==> config.mk <==
export PLATFORM = sky130hd
export DESIGN_NAME = bosg_ctrl
export DESIGN_NICKNAME = d
export VERILOG_FILES = /design/src/sv/bosg_pkg.sv /design/src/sv/bosg_ctrl.sv
export SDC_FILE = /design/constraint.sdc
export NUM_CORES = 1
export LEC_CHECK = 0
export ABC_CLOCK_PERIOD_IN_PS = 3600
export BUFFER_PORTS_ARGS = -buffer_cell sky130_fd_sc_hd__buf_2
export CELL_PAD_IN_SITES_DETAIL_PLACEMENT = 1
export CELL_PAD_IN_SITES_GLOBAL_PLACEMENT = 1
export CORE_MARGIN = 8
export CORE_UTILIZATION = 49
export CTS_CLUSTER_SIZE = 16
export DETAILED_ROUTE_END_ITERATION = 6
export PLACE_DENSITY_LB_ADDON = 0.1
export SLEW_MARGIN = 15
export SYNTH_ARGS = -nofsm -noshare
export SYNTH_HDL_FRONTEND = slang
export SYNTH_SLANG_ARGS = --single-unit
==> constraint.sdc <==
create_clock -name i_clk -period 3.6 [get_ports i_clk]
set_clock_uncertainty 0.1 [all_clocks]
set_input_delay 0.18 -clock i_clk [delete_from_list [all_inputs] [get_ports i_clk]]
set_output_delay 0.18 -clock i_clk [all_outputs]
set_load 0.03 [all_outputs]
==> src/sv/bosg_pkg.sv <==
`timescale 1ns / 1ps
`default_nettype none
// ----------------------------------------------------------------------------
// bosg_pkg
// Shared types and constants of the block offset sequence generator.
// ----------------------------------------------------------------------------
package bosg_pkg;

    localparam int DW = 64;

    // register indexes of the configuration port
    localparam logic [2:0] REG_BLOCK  = 3'd0;
    localparam logic [2:0] REG_DSET   = 3'd1;
    localparam logic [2:0] REG_MODE   = 3'd2;
    localparam logic [2:0] REG_SEED   = 3'd3;
    localparam logic [2:0] REG_DEPTH  = 3'd4;
    localparam logic [2:0] REG_WINDOW = 3'd5;
    localparam logic [2:0] REG_TOTAL  = 3'd6;

    // access modes
    localparam logic [1:0] MODE_SEQ = 2'd0;
    localparam logic [1:0] MODE_WIN = 2'd2;

    // result status codes
    localparam logic [1:0] ST_OK    = 2'd0;
    localparam logic [1:0] ST_EMPTY = 2'd1;
    localparam logic [1:0] ST_RANGE = 2'd2;

    // hash constants
    localparam logic [63:0] MIX_ADD = 64'h9E3779B97F4A7C15;
    localparam logic [63:0] MIX_M1  = 64'hBF58476D1CE4E5B9;
    localparam logic [63:0] MIX_M2  = 64'h94D049BB133111EB;

    // datapath operations
    typedef enum logic [4:0] {
        OP_NONE,
        OP_LATCH,
        OP_DIV,
        OP_MUL,
        OP_INIT,
        OP_LD_DSET_BLK,
        OP_SET_BC,
        OP_LD_SPAN,
        OP_SET_SPAN,
        OP_LD_WIN,
        OP_SET_WIN,
        OP_MIX_SEED,
        OP_MIX_BLK,
        OP_MIX_DEP,
        OP_MIX1,
        OP_MIX2,
        OP_LD_Y_T,
        OP_LD_R_DOM,
        OP_SET_WB,
        OP_LD_Y_DOM,
        OP_SET_START,
        OP_OR1_DOM,
        OP_SET_STRIDE,
        OP_GCD_INIT,
        OP_GCD_STEP,
        OP_BUMP,
        OP_STATUS,
        OP_LD_IDX_BC,
        OP_LD_R_BLK,
        OP_LD_IDX_DOM,
        OP_LD_R_STR,
        OP_SUM
    } t_op;

    typedef struct packed {
        t_op  op;
        logic out_load;
    } t_cmd;

    typedef struct packed {
        logic unit_done;
        logic bad;
        logic mode_seq;
        logic mode_win;
        logic y_zero;
        logic x_one;
        logic stat_nz;
        logic cfg_hit;
    } t_stat;

endpackage
`default_nettype wire

==> src/sv/bosg_ctrl.sv <==
`timescale 1ns / 1ps
`default_nettype none
// ----------------------------------------------------------------------------
// bosg_ctrl
// Controller: sequences derivation and per-request address computation
// as operations on the datapath.
// ----------------------------------------------------------------------------
module bosg_ctrl
    import bosg_pkg::*;
(
    input  wire logic  i_clk,
    input  wire logic  i_rst_n,
    input  wire logic  i_start,
    output logic       o_busy,
    output logic       o_strobe,
    output t_cmd       o_cmd,
    input  wire t_stat i_stat
);

    typedef enum logic [31:0] {
        S_IDLE   = 32'h0000_0001,
        S_D_INIT = 32'h0000_0002,
        S_D_BC0  = 32'h0000_0004,
        S_D_BC1  = 32'h0000_0008,
        S_D_SP0  = 32'h0000_0010,
        S_D_SP1  = 32'h0000_0020,
        S_D_WN0  = 32'h0000_0040,
        S_D_WN1  = 32'h0000_0080,
        S_D_WB0  = 32'h0000_0100,
        S_D_WB1  = 32'h0000_0200,
        S_D_WB2  = 32'h0000_0400,
        S_D_ST0  = 32'h0000_0800,
        S_D_ST1  = 32'h0000_1000,
        S_D_ST2  = 32'h0000_2000,
        S_D_SR1  = 32'h0000_4000,
        S_D_SR2  = 32'h0000_8000,
        S_D_G0   = 32'h0001_0000,
        S_D_G1   = 32'h0002_0000,
        S_D_G2   = 32'h0004_0000,
        S_M0     = 32'h0008_0000,
        S_M1     = 32'h0010_0000,
        S_M2     = 32'h0020_0000,
        S_GO_DIV = 32'h0040_0000,
        S_GO_MUL = 32'h0080_0000,
        S_WAIT   = 32'h0100_0000,
        S_X_STAT = 32'h0200_0000,
        S_X_CHK  = 32'h0400_0000,
        S_X_Q1   = 32'h0800_0000,
        S_X_R1   = 32'h1000_0000,
        S_X_R2   = 32'h2000_0000,
        S_X_R3   = 32'h4000_0000,
        S_X_OUT  = 32'h8000_0000
    } t_state;

    t_state r_state, n_state;
    t_state r_ret, n_ret;
    t_state r_mret, n_mret;
    t_op    r_msel, n_msel;
    logic   r_derived, n_derived;
    logic   r_strobe;

    // next state and command
    always_comb begin
        n_state      = r_state;
        n_ret        = r_ret;
        n_mret       = r_mret;
        n_msel       = r_msel;
        n_derived    = r_derived;
        o_cmd.op       = OP_NONE;
        o_cmd.out_load = 1'b0;
        if (i_stat.cfg_hit) n_derived = 1'b0;

        unique case (r_state)
            S_IDLE: begin
                if (i_start) begin
                    o_cmd.op = OP_LATCH;
                    n_state  = r_derived ? S_X_STAT : S_D_INIT;
                end
            end
            S_D_INIT: begin
                o_cmd.op = OP_INIT;
                n_state  = i_stat.bad ? S_X_STAT : S_D_BC0;
            end
            S_D_BC0: begin
                o_cmd.op = OP_LD_DSET_BLK;
                n_ret    = S_D_BC1;
                n_state  = S_GO_DIV;
            end
            S_D_BC1: begin
                o_cmd.op = OP_SET_BC;
                if (i_stat.mode_win)      n_state = S_D_SP0;
                else if (i_stat.mode_seq) n_state = S_X_STAT;
                else                      n_state = S_D_ST0;
            end
            S_D_SP0: begin
                o_cmd.op = OP_LD_SPAN;
                n_ret    = S_D_SP1;
                n_state  = S_GO_DIV;
            end
            S_D_SP1: begin
                o_cmd.op = OP_SET_SPAN;
                n_state  = S_D_WN0;
            end
            S_D_WN0: begin
                o_cmd.op = OP_LD_WIN;
                n_ret    = S_D_WN1;
                n_state  = S_GO_DIV;
            end
            S_D_WN1: begin
                o_cmd.op = OP_SET_WIN;
                n_msel   = OP_MIX_SEED;
                n_mret   = S_D_WB0;
                n_state  = S_M0;
            end
            S_D_WB0: begin
                o_cmd.op = OP_LD_Y_T;
                n_ret    = S_D_WB1;
                n_state  = S_GO_DIV;
            end
            S_D_WB1: begin
                o_cmd.op = OP_LD_R_DOM;
                n_ret    = S_D_WB2;
                n_state  = S_GO_MUL;
            end
            S_D_WB2: begin
                o_cmd.op = OP_SET_WB;
                n_state  = S_D_ST0;
            end
            S_D_ST0: begin
                n_msel  = OP_MIX_BLK;
                n_mret  = S_D_ST1;
                n_state = S_M0;
            end
            S_D_ST1: begin
                o_cmd.op = OP_LD_Y_DOM;
                n_ret    = S_D_ST2;
                n_state  = S_GO_DIV;
            end
            S_D_ST2: begin
                o_cmd.op = OP_SET_START;
                n_msel   = OP_MIX_DEP;
                n_mret   = S_D_SR1;
                n_state  = S_M0;
            end
            S_D_SR1: begin
                o_cmd.op = OP_OR1_DOM;
                n_ret    = S_D_SR2;
                n_state  = S_GO_DIV;
            end
            S_D_SR2: begin
                o_cmd.op = OP_SET_STRIDE;
                n_state  = S_D_G0;
            end
            // coprime search: gcd by repeated remainder
            S_D_G0: begin
                o_cmd.op = OP_GCD_INIT;
                n_state  = S_D_G1;
            end
            S_D_G1: begin
                if (i_stat.y_zero) begin
                    if (i_stat.x_one) begin
                        n_state = S_X_STAT;
                    end else begin
                        o_cmd.op = OP_BUMP;
                        n_state  = S_D_G0;
                    end
                end else begin
                    n_ret   = S_D_G2;
                    n_state = S_GO_DIV;
                end
            end
            S_D_G2: begin
                o_cmd.op = OP_GCD_STEP;
                n_state  = S_D_G1;
            end
            // hash subroutine
            S_M0: begin
                o_cmd.op = r_msel;
                n_ret    = S_M1;
                n_state  = S_GO_MUL;
            end
            S_M1: begin
                o_cmd.op = OP_MIX1;
                n_ret    = S_M2;
                n_state  = S_GO_MUL;
            end
            S_M2: begin
                o_cmd.op = OP_MIX2;
                n_state  = r_mret;
            end
            // unit launch and wait
            S_GO_DIV: begin
                o_cmd.op = OP_DIV;
                n_state  = S_WAIT;
            end
            S_GO_MUL: begin
                o_cmd.op = OP_MUL;
                n_state  = S_WAIT;
            end
            S_WAIT: begin
                if (i_stat.unit_done) n_state = r_ret;
            end
            // per-request computation
            S_X_STAT: begin
                o_cmd.op  = OP_STATUS;
                n_derived = 1'b1;
                n_state   = S_X_CHK;
            end
            S_X_CHK: begin
                if (i_stat.stat_nz) begin
                    n_state = S_X_OUT;
                end else if (i_stat.mode_seq) begin
                    o_cmd.op = OP_LD_IDX_BC;
                    n_ret    = S_X_Q1;
                    n_state  = S_GO_DIV;
                end else begin
                    o_cmd.op = OP_LD_IDX_DOM;
                    n_ret    = S_X_R1;
                    n_state  = S_GO_DIV;
                end
            end
            S_X_Q1: begin
                o_cmd.op = OP_LD_R_BLK;
                n_ret    = S_X_OUT;
                n_state  = S_GO_MUL;
            end
            S_X_R1: begin
                o_cmd.op = OP_LD_R_STR;
                n_ret    = S_X_R2;
                n_state  = S_GO_MUL;
            end
            S_X_R2: begin
                o_cmd.op = OP_SUM;
                n_ret    = S_X_R3;
                n_state  = S_GO_DIV;
            end
            S_X_R3: begin
                o_cmd.op = OP_LD_R_BLK;
                n_ret    = S_X_OUT;
                n_state  = S_GO_MUL;
            end
            S_X_OUT: begin
                o_cmd.out_load = 1'b1;
                n_state        = S_IDLE;
            end
            default: n_state = S_IDLE;
        endcase
    end

    always_ff @(posedge i_clk) begin
        if (!i_rst_n) begin
            r_state   <= S_IDLE;
            r_ret     <= S_IDLE;
            r_mret    <= S_IDLE;
            r_msel    <= OP_MIX_SEED;
            r_derived <= 1'b0;
            r_strobe  <= 1'b0;
        end else begin
            r_state   <= n_state;
            r_ret     <= n_ret;
            r_mret    <= n_mret;
            r_msel    <= n_msel;
            r_derived <= n_derived;
            r_strobe  <= (r_state == S_X_OUT);
        end
    end

    assign o_busy   = (r_state != S_IDLE);
    assign o_strobe = r_strobe;

endmodule
`default_nettype wire
; ---- After elaboration in Yosys (flattened, before gate mapping)
; Cells that the tools add are included.
[totals]
elab_cells = 79
reg_bits = 103
inputBits = 11
output_inout_bits = 8
[op_classes]
n_reduce_logical = 11
eq_ne = 37
n_mux = 25
[op_table]
columns = operator, count
row1 = 32-bit one-hot mux with 16 select lines, 1
row2 = 32-bit one-hot mux with 14 select lines, 1
row3 = 32-bit 2-to-1 mux, 6
row4 = 5-bit one-hot mux with 28 select lines, 1
row5 = 26-bit 2-to-1 mux, 5
row6 = 32-bit one-hot mux with 3 select lines, 1
row7 = 32-bit by 1-bit == test with 1-bit output (second input constant), 1
row8 = 32-bit by 10-bit == test with 1-bit output (second input constant), 1
row9 = 32-bit by 11-bit == test with 1-bit output (second input constant), 1
row10 = 32-bit by 12-bit == test with 1-bit output (second input constant), 1
row11 = 32-bit by 13-bit == test with 1-bit output (second input constant), 1
row12 = 32-bit by 14-bit == test with 1-bit output (second input constant), 1
row13 = 32-bit by 15-bit == test with 1-bit output (second input constant), 1
row14 = 32-bit by 16-bit == test with 1-bit output (second input constant), 1
row15 = 32-bit by 17-bit == test with 1-bit output (second input constant), 1
row16 = 32-bit by 18-bit == test with 1-bit output (second input constant), 1
row17 = 32-bit by 19-bit == test with 1-bit output (second input constant), 1
row18 = 32-bit by 2-bit == test with 1-bit output (second input constant), 1
row19 = 32-bit by 20-bit == test with 1-bit output (second input constant), 1
row20 = 32-bit by 21-bit == test with 1-bit output (second input constant), 1
row21 = 32-bit by 22-bit == test with 1-bit output (second input constant), 1
row22 = 32-bit by 23-bit == test with 1-bit output (second input constant), 1
row23 = 32-bit by 24-bit == test with 1-bit output (second input constant), 1
row24 = 32-bit by 25-bit == test with 1-bit output (second input constant), 1
row25 = 30 further kinds, 40

; ---- Depth between registers and ports, before layout
[depth]
word_depth = 4
ltp_mapped = 9
mapped_depth_nobuf = 7

; ---- Least setup slack after synthesis
; No wires, ideal clock.
[synth_timing]
path_kind = reg2reg
startpoint = reg r_state[12]
endpoint = reg r_state[10]
period_less_slack_ns = 2.509
slack_ns = 1.091
setup_ns = 0.115
required_time_ns = 3.385
path_buffers = 2
path_stages_with_launch = 10
arrival_time_ns = 2.294
path_cell_list = dfxtp_1 buf_2 nor4_4 nand3_1 nor4_2 inv_2 o21ai_1 nor3b_2 clkbuf_1 and2_1
[synth_via]
elab_chain_len = 3
elab_cells_between_ends = 40
classes_between = 33 x eq/ne / 1 x mux / 6 x reduce/logical
[synth_rtl]
columns = item, line
row1 = from (decl), bosg_ctrl.sv:55  ; t_state r_state, n_state;
row2 = from (signal assigned), bosg_ctrl.sv:259  ; r_state <= n_state;
row3 = "32-bit by 30-bit == test with 1-bit output, or another cell as far along", bosg_ctrl.sv:73  ; unique case (r_state)
row4 = "7-bit OR reduction (no source line), or another cell as far along", -
row5 = 32-bit one-hot mux with 16 select lines / 2-bit AND reduction (equally long branches), -
; Parallel ways exist; a longest one is shown, timed or not.
; A chain may end at the register's enable or synchronous reset.

==> results by group <==
Status
  • Status: finished, final reports clean

Synthesis
  • Syn_area_per_cell: 8.65 µm²
  • Seq/Total Area, Yosys: 38.8%
  • Synth Instances: 340
  • EDFF count, synth: 0
  • Dominant synthesized flop cell: dfxtp_1
  • Number of distinct library cells after synthesis: 55
  • Netlist Area Pre-Place: 2940 µm²
  • Synth Warn #: 0
  • Number of synthesized register bits: 57
  • Ys async rst share: 0%
  • Net Count, Synth: 351

STA
  • Worst Tran Pin Value: 0.939 ns
  • Tmin final: 3.23 ns
  • Fin. Hold Viols: 0
  • Setup Viol. Count Final: 0
  • Rel. slew slack: 37.2%
  • Setup TNS: 0 ns
  • Peak Freq: 309 MHz
  • RSZ-0062 raised after global routing: no
  • Final period utilization: 89.8%
  • Fin. max-slew vios: 0

GRT
  • Initial antenna violation count: 0
  • Total GRT Usage: 22.9%
  • Pin count of the biggest net entering global routing: 33
  • Remaining global-route overflow: 0
  • First-pass GRT wire length: 15500 µm
  • Vias in the first global route: 2915

Final layout
  • Filler instances: 700
  • Nets: 383
  • Syn-to-layout area delta: 15.4%
  • Non-Filler Instances: 452
  • Diodes inserted: 0
  • Layout cells sized above 1: 18.0%

Clock tree
  • TritonCTS Sinks: 57
  • Clock Latency Late Sink: 0.35 ns
  • H-tree depth: 3
  • CTS tree: built
  • Clock Pin Slew Worst Setup and Hold Paths: 0.06 ns
  • CTS Root Cell: clkbuf_8
  • CTS buffer count: 9
  • Post-CTS sizing: 0
  • Clock tree buffer depth: 2

Critical path
  • Worst EP required: 3.32 ns
  • CP most frequent cell: nand4_1
  • Slowest cell on crit path: nor4b_1
  • Crit end category: output pin
  • Crit Path Class: flop to output pin
  • Crit path launch type: flop
  • Crit path buf inv count: 1
  • Crit-path cells: nor4_4 > nand4_1 > nor4b_1 > or4_1 > nor2_1 > nand4_1 > buf_2
  • CP Data Arrival Time: 2.95 ns
  • CP max stage delay: 0.66 ns
  • Kind of cell adding the most delay to the critical path: simple AND/OR/NAND/NOR gates
  • Worst Path Max Fanout: 9

Place
  • Inst Count DP: 434
  • PortBufs: 18
  • Post-DP HPWL: 6980 µm
  • Final GP Congestion: 0.935

Die
  • Placeable Area: 5850 µm²
  • Ports: 19
  • Die height: 93.5 µm
  • Initial Utilization: 50.3%
  • Die ar.: 8740 µm²
  • Die Width: 93.5 µm
  • Row count: 28

Routing
  • Average wire per standard cell: 21.0 µm
  • ANT nets after route: 0
  • DR iter-0 viols: 120
  • # DRC: 0
  • Detailed Routing Iterations Pass 1: 4
  • DR vias/cell: 6.08
  • Drt total wl: 9480 µm
  • Vias: 2750

Pwr
  • Leakage power: 1.42 nW
  • Sw Pwr: 0.000315 W
  • Clock Power Share: 45.9%
  • VDD IR max: 343 µV
  • Combinational share of power: 7.2%
  • Sw Ratio: 23.2%
  • Internal: 0.00105 W
  • Reg power frac: 46.9%
  • P per Cell Area: 401 nW/µm²

Flow run
  • Max cap viols: 0

Hold path
  • Worst hold path type: input pin to flop
placed cells by master, fill, tap and decap left out, types with 8 or more instances in the layout:
master and n:
dfxtp_1 57, nor2_1 36, nand2_1 29, nor3_1 22
nor2b_1 18, buf_2 18, and2_1 15, a21oi_1 14
buf_4 13, nand4_1 12, clkbuf_8 12, nand3_1 11
nor4_1 9, o21ai_0 8
worst reg2reg max path, delay by kind of cell, from the launching register on:
kind | cells | cell delay, ns
flops | 1 | 0.41
simple gates | 5 | 1.70
compound gates | 2 | 0.76
routing by layer:
metal / vias up / share of wire (%) / track usage (%)
li1: 1312 / - / -
met1: 1340 / 43 / 27.0
met2: 76 / 48 / 38.7
met3: 22 / 5.5 / 3.69
met4: 0 / 2.9 / 12.3
met5: - / 0 / 0
logic make-up after synthesis:
family	synth area share, %
mux	0.340
flops	38.8
buf+inv	2.34
compound gates	10.8
xor+xnor	2.38
simple gates	45.4
path summary, 6_finish.rpt:
path	depth (start not counted)	from	endpoint	slack [ns]
worst min register to register	2	r_ret[18]$_SDFFE_PN0P_	r_ret[18]$_SDFFE_PN0P_	0.35
worst max-delay path	7	r_state[12]$_SDFFE_PN0P_	o_cmd[1]	0.37
worst max register to register	7	r_state[12]$_SDFFE_PN0P_	r_ret[29]$_SDFFE_PN0P_	0.51
worst min-delay path	2	i_stat[6]	r_state[2]$_SDFFE_PN0P_	0.05
per-stage QoR:
stage	worst slack [ns]	hold slack [ns]	power (W)	utilization [%]	area [µm²]
floorplan	1.09	0.194	0.000715	-	2940
global placement	0.709	0.325	0.000744	54.1	3160
detailed placement	0.582	0.334	0.000745	54.1	3160
CTS	0.357	0.0401	0.00137	58.0	3390
global route	0.186	0.0537	0.00141	58.0	3390
finish	0.368	0.0516	0.00136	58.0	3390
area by class of cell:
| cell class | instances | area (µm²) | area share (%) |
|---|---|---|---|
| Multi-Input combinational cell | 268 | 1730 | 51.0 |
| Sequential cell | 57 | 1140 | 33.6 |
| Timing Repair Buffer | 33 | 208 | 6.12 |
| Clock buffer | 14 | 173 | 5.09 |
| Tap cell | 75 | 93.8 | 2.77 |
| Clock inverter | 2 | 35.0 | 1.03 |
| Inverter | 3 | 11.3 | 0.332 |
power by group through the flow:
stage | Sequential [W] | Combinational (W) | Clock (W)
finish | 0.000638 | 0.0000975 | 0.000625
global route | 0.000637 | 0.000104 | 0.000664
CTS | 0.000638 | 0.0000960 | 0.000632
detailed placement | 0.000652 | 0.0000936 | 0
global placement | 0.000652 | 0.0000920 | 0
floorplan | 0.000651 | 0.0000643 | 0
flip-flops by register name (all words and copies together), names as in the netlist:
signal	flops
r_state	32
r_ret	16
r_mret	4
r_msel	3
o_strobe	1
r_derived	1
cells in the mapped netlist, types with 3 or more instances:
cell type | number | share of area, %
nor2b_1 | 18 | 3.8
nor4_1 | 9 | 1.9
xor2_1 | 5 | 1.5
nor3b_1 | 3 | 0.77
and2_1 | 15 | 3.2
dfxtp_1 | 57 | 39
a22oi_1 | 5 | 1.3
nor4_4 | 6 | 4.3
buf_2 | 4 | 0.68
nor3_1 | 22 | 3.7
a21boi_1 | 6 | 1.5
and3_1 | 6 | 1.3
nor4_2 | 4 | 1.7
o21ai_0 | 8 | 1.4
nand2b_1 | 6 | 1.3
xnor2_1 | 3 | 0.89
nand2_1 | 29 | 3.7
nand4b_1 | 5 | 1.5
nor4b_1 | 7 | 2.1
or4_1 | 3 | 0.77
a21oi_1 | 14 | 2.4
nor2_1 | 36 | 4.6
nand4_1 | 12 | 2.6
clkbuf_1 | 7 | 0.89
nand3_1 | 11 | 1.9
timing repair:
| item | CTS | global route |
|---|---|---|
| hold buffers | 2 | 0 |
| setup endpoints to repair | 0 | 0 |
| hold endpoints to repair | 2 | 0 |
| setup buffers | 0 | 0 |
Note: power is estimated with default switching activity, not from simulation.
